[src/rtl/dtps_pkg.sv]
// dtps_pkg: shared types, codes and defaults for the depth-tested pixel store.
// No dependencies; used by dtps_cfg, the top level and dtps_chk.
package dtps_pkg;

	localparam int MAX_WIDTH_DEF  = 256;
	localparam int MAX_HEIGHT_DEF = 256;

	// frame dimension width, enough for the largest built maximum (4096)
	localparam int DIM_W   = 13;
	localparam int REG_W   = 9;
	localparam int PADDR_W = 3;
	localparam int PDATA_W = 32;

	localparam logic [1:0] FUNC_FILL  = 2'd0;
	localparam logic [1:0] FUNC_WRITE = 2'd1;
	localparam logic [1:0] FUNC_DEPTH = 2'd2;

	localparam logic [1:0] ST_STORED     = 2'd0;
	localparam logic [1:0] ST_OUTSIDE    = 2'd1;
	localparam logic [1:0] ST_DEPTH_FAIL = 2'd2;
	localparam logic [1:0] ST_FILL_DONE  = 2'd3;

	localparam logic REG_FRAME_WIDTH  = 1'b0;
	localparam logic REG_FRAME_HEIGHT = 1'b1;

	localparam logic [REG_W-1:0] FRAME_DIM_RST = 9'd256;

	typedef struct packed {
		logic [DIM_W-1:0] w;
		logic [DIM_W-1:0] h;
	} dims_t;

endpackage

[src/rtl/dtps_cfg.sv]
// dtps_cfg: APB register file for frame width/height; dims clamped to 1..built maximum.
// Depends on dtps_pkg.
module dtps_cfg #(
	parameter int MAX_WIDTH  = dtps_pkg::MAX_WIDTH_DEF,
	parameter int MAX_HEIGHT = dtps_pkg::MAX_HEIGHT_DEF
) (
	input  logic                          clk,
	input  logic                          arst_n,
	input  logic                          psel,
	input  logic                          penable,
	input  logic                          pwrite,
	input  logic [dtps_pkg::PADDR_W-1:0]  paddr,
	input  logic [dtps_pkg::PDATA_W-1:0]  pwdata,
	output logic [dtps_pkg::PDATA_W-1:0]  prdata,
	output logic                          pready,
	output dtps_pkg::dims_t               dims
);

	localparam int DW = dtps_pkg::DIM_W;

	logic [dtps_pkg::REG_W-1:0] frame_width_q;
	logic [dtps_pkg::REG_W-1:0] frame_height_q;
	logic                       wr_en;

	assign pready = 1'b1;
	assign wr_en  = psel && penable && pwrite;

	always_ff @(posedge clk or negedge arst_n) begin
		if (!arst_n) begin
			frame_width_q  <= dtps_pkg::FRAME_DIM_RST;
			frame_height_q <= dtps_pkg::FRAME_DIM_RST;
		end else if (wr_en) begin
			case (paddr[2])
				dtps_pkg::REG_FRAME_WIDTH:  frame_width_q  <= pwdata[dtps_pkg::REG_W-1:0];
				dtps_pkg::REG_FRAME_HEIGHT: frame_height_q <= pwdata[dtps_pkg::REG_W-1:0];
				default: ;
			endcase
		end
	end

	always_comb begin
		case (paddr[2])
			dtps_pkg::REG_FRAME_WIDTH:
				prdata = dtps_pkg::PDATA_W'(frame_width_q);
			default:
				prdata = dtps_pkg::PDATA_W'(frame_height_q);
		endcase
	end

	// on dims, zero becomes one and anything above the built maximum saturates
	always_comb begin
		logic [DW-1:0] wr;
		logic [DW-1:0] hr;
		wr = DW'(frame_width_q);
		hr = DW'(frame_height_q);
		if (wr == '0)
			dims.w = DW'(1);
		else if (wr > DW'(MAX_WIDTH))
			dims.w = DW'(MAX_WIDTH);
		else
			dims.w = wr;
		if (hr == '0)
			dims.h = DW'(1);
		else if (hr > DW'(MAX_HEIGHT))
			dims.h = DW'(MAX_HEIGHT);
		else
			dims.h = hr;
	end

endmodule

[config.mk]
export PLATFORM = sky130hd
export DESIGN_NAME = dtps_cfg
export DESIGN_NICKNAME = d
export VERILOG_FILES = /design/src/rtl/dtps_pkg.sv /design/src/rtl/dtps_cfg.sv
export SDC_FILE = /design/constraint.sdc
export NUM_CORES = 1
export LEC_CHECK = 0
export ABC_AREA = 1
export BUFFER_PORTS_ARGS = -buffer_cell sky130_fd_sc_hd__buf_2
export CAP_MARGIN = 5
export CORE_MARGIN = 1.5
export CORE_UTILIZATION = 39
export DETAILED_ROUTE_END_ITERATION = 16
export PLACE_DENSITY_LB_ADDON = 0.12
export SETUP_SLACK_MARGIN = 0.1
export SYNTH_ARGS = -nofsm -noshare
export SYNTH_HDL_FRONTEND = slang
export SYNTH_SLANG_ARGS = --single-unit
[constraint.sdc]
create_clock -name clk -period 1.37 [get_ports clk]
set_input_delay 0.137 -clock clk [delete_from_list [all_inputs] [get_ports clk]]
set_output_delay 0.137 -clock clk [all_outputs]
set_load 0.01 [all_outputs]
==> results.tsv <==
metric	value	unit
unrepaired setup endpoints after global routing	true	
Pleak	0.000832	µW
Final Cell Area	1520	µm²
Std-Cell Rows	20	
GPL Wtd Cong	0.776	
kind of critical path	reg2out	
Slew Limit Fails	0	
synth unique cells	19	
vias in the first global route	908	
commonest cells after routing, fill and taps aside	41 x buf_2, 32 x conb_1, 29 x nand2_1	
Synth Register Bits	18	
Antenna diodes	0	
Multi-input gate area	586	µm²
Layout area overhead	22.2	%
fin crit period	1.55	ns
crit start category	flip-flop	
core area	3050	µm²
initial drt markers	18	
Post-Route WL	2580	µm
cell taking the most area after synthesis	dfrtp_1	
worst hold-check path type	in2reg	
CTS Buf Count	3	
Initial Util	40.8	%
Clock Latency Late Sink	0.29	ns
Final Skew	0	ns
yosys warns	0	
Die Wd	59.5	µm
CTS tree	done	
status	finished, violations left	
gr usage total	15.0	%
die area	3540	µm²
remaining antenna violation count	0	
mean area per synthesized cell	7.37	µm²
fraction of layout cells with a size suffix above 1	37.6	%
CTS Buffer Depth	2	
fin cells	262	
drt pass-1 iters	4	
first-pass GRT wire length	4010	µm
post-layout total power	1880	µW
post-DR wirelength/cell	9.85	µm
largest net degree at the start of global routing	21	
share of the synthesized area in the top cell type	32.1	%
Clock Sinks	18	
clock-pin slew on the worst setup and hold paths	0.11	ns
Peak VDD IR	0.510	mV
crit end category	output pin	
Synth Instances	169	
I/O pins	99	
post-DP HPWL	1990	µm
GR Overflow Total	0	
initial antenna violation count	0	
synthesized cell area	1250	µm²
failing checks	setup timing	
Port Buf Inserts	41	
# Max-Cap Violations	0	
final core utilization	49.9	%
register area	453	µm²
sequential-to-total area share from yosys stat	36.3	%
synth top area cells	dfrtp_1 32%, buf_4 19%, o21ai_0 11%	
Fmax	646	MHz
Placed Cells incl. Taps	251	
final worst slack	-0.179	ns
PD cells	1230	nW/µm²
Via Count	1062	
Final Hold Fails	0	
Die Y	59.5	µm
part of the cycle the worst path needs	113	%
WP data arrival	1.41	ns
final setup fails	17	
vias per cell	4.05	
most common cell after layout, fill and taps aside	buf_2	
Nets	259	
DRC errors left	0	
Layout fillers	316	
CP max FO	7	
CP required	1.23	ns
DP Area	1370	µm²
H-Tree Depth	1	
CTS Root Cell	clkbuf_4	
## logic make-up (layout without fill, tap and decap cells)
logic type	after synthesis	after routing	share of synthesized area, %
buffers and inverters	57	76	29.2
and+or+nand+nor	64	64	22.3
other	2	32	0.603
AOI/OAI and AO/OA	28	28	11.5
DFF	18	18	36.3
## routing by layer
metal / part of all wire, % / wire, µm / vias to the layer above / GRT usage [%]
li1: - / - / 549 / -
met1: 45 / 1150 / 469 / 20.6
met2: 48 / 1240 / 42 / 23.4
met3: 6.6 / 169 / 2 / 2.62
met4: 0.66 / 17 / 0 / 5.71
met5: 0 / 0 / - / 0
## layout make-up
type	instances	share of cell area, %
multi-input cells	124	38.5
clock buffers	4	2.38
inverters	19	5.01
flip-flops and latches	18	29.7
well taps	44	3.62
repair buffers	53	20.8
## synthesized netlist by cell type
library cell	number
buf_2	1
buf_4	32
buf_6	2
buf_8	1
clkbuf_1	2
conb_1	2
dfrtp_1	16
dfstp_2	2
inv_1	18
inv_4	1
nand2_1	34
nand2_2	2
nand3_1	2
nand3_2	1
nor2_1	23
nor2_4	1
nor2_8	1
o21ai_0	27
o21ai_2	1
## report_power, final
| group | internal (µW) | switching [µW] |
|---|---|---|
| logic | 351 | 485 |
| clock network | 162 | 164 |
| registers | 649 | 66.3 |
## worst paths after layout
check,start,end,slack [ns],depth (start not counted)
max reg2reg,frame_width_q[8],frame_width_q[8],0.44,3
max,frame_height_q[4],dims[4],-0.18,6
min in group asynchronous,arst_n,frame_height_q[1],0.29,2
min,pwdata[0],frame_height_q[0],0.07,3
max in group asynchronous,arst_n,frame_width_q[8],0.76,2
min reg2reg,frame_height_q[8],frame_height_q[8],0.55,2
## worst max-delay path, stage by stage (launching register included)
cell and delay (ns):
dfrtp_1 0.41, nor2_1 0.11, nand2_1 0.10, o21ai_2 0.18, inv_2 0.09, nor2_1 0.11, buf_2 0.13
## what timing repair did
| action | 4_1_cts | 5_1_grt |
|---|---|---|
| pin swaps | 2 | 3 |
| buffers inserted | 3 | 4 |
| resized for setup | 9 | 24 |
| setup endpoints to repair | 17 | 24 |
| endpoints found under the hold margin | 16 | 0 |
| cloned | 0 | 0 |
| hold buffers | 1 | 0 |
## through the flow
stage                     setup slack (ns)  hold WS (ns)  setup TNS [ns]
final                               -0.179        0.0707           -2.41
after global routing                -0.285        0.0629           -4.26
after CTS                           -0.156        0.0641           -2.03
after detailed placement            0.0292        0.0855               0
after global placement              0.0517        0.0873               0
after floorplan                      0.206        -0.159               0
## sequential cells by signal, summed over array words and instances (netlist names)
register	cells
frame_width_q	9
frame_height_q	9
(Power assumes the default switching activity.)
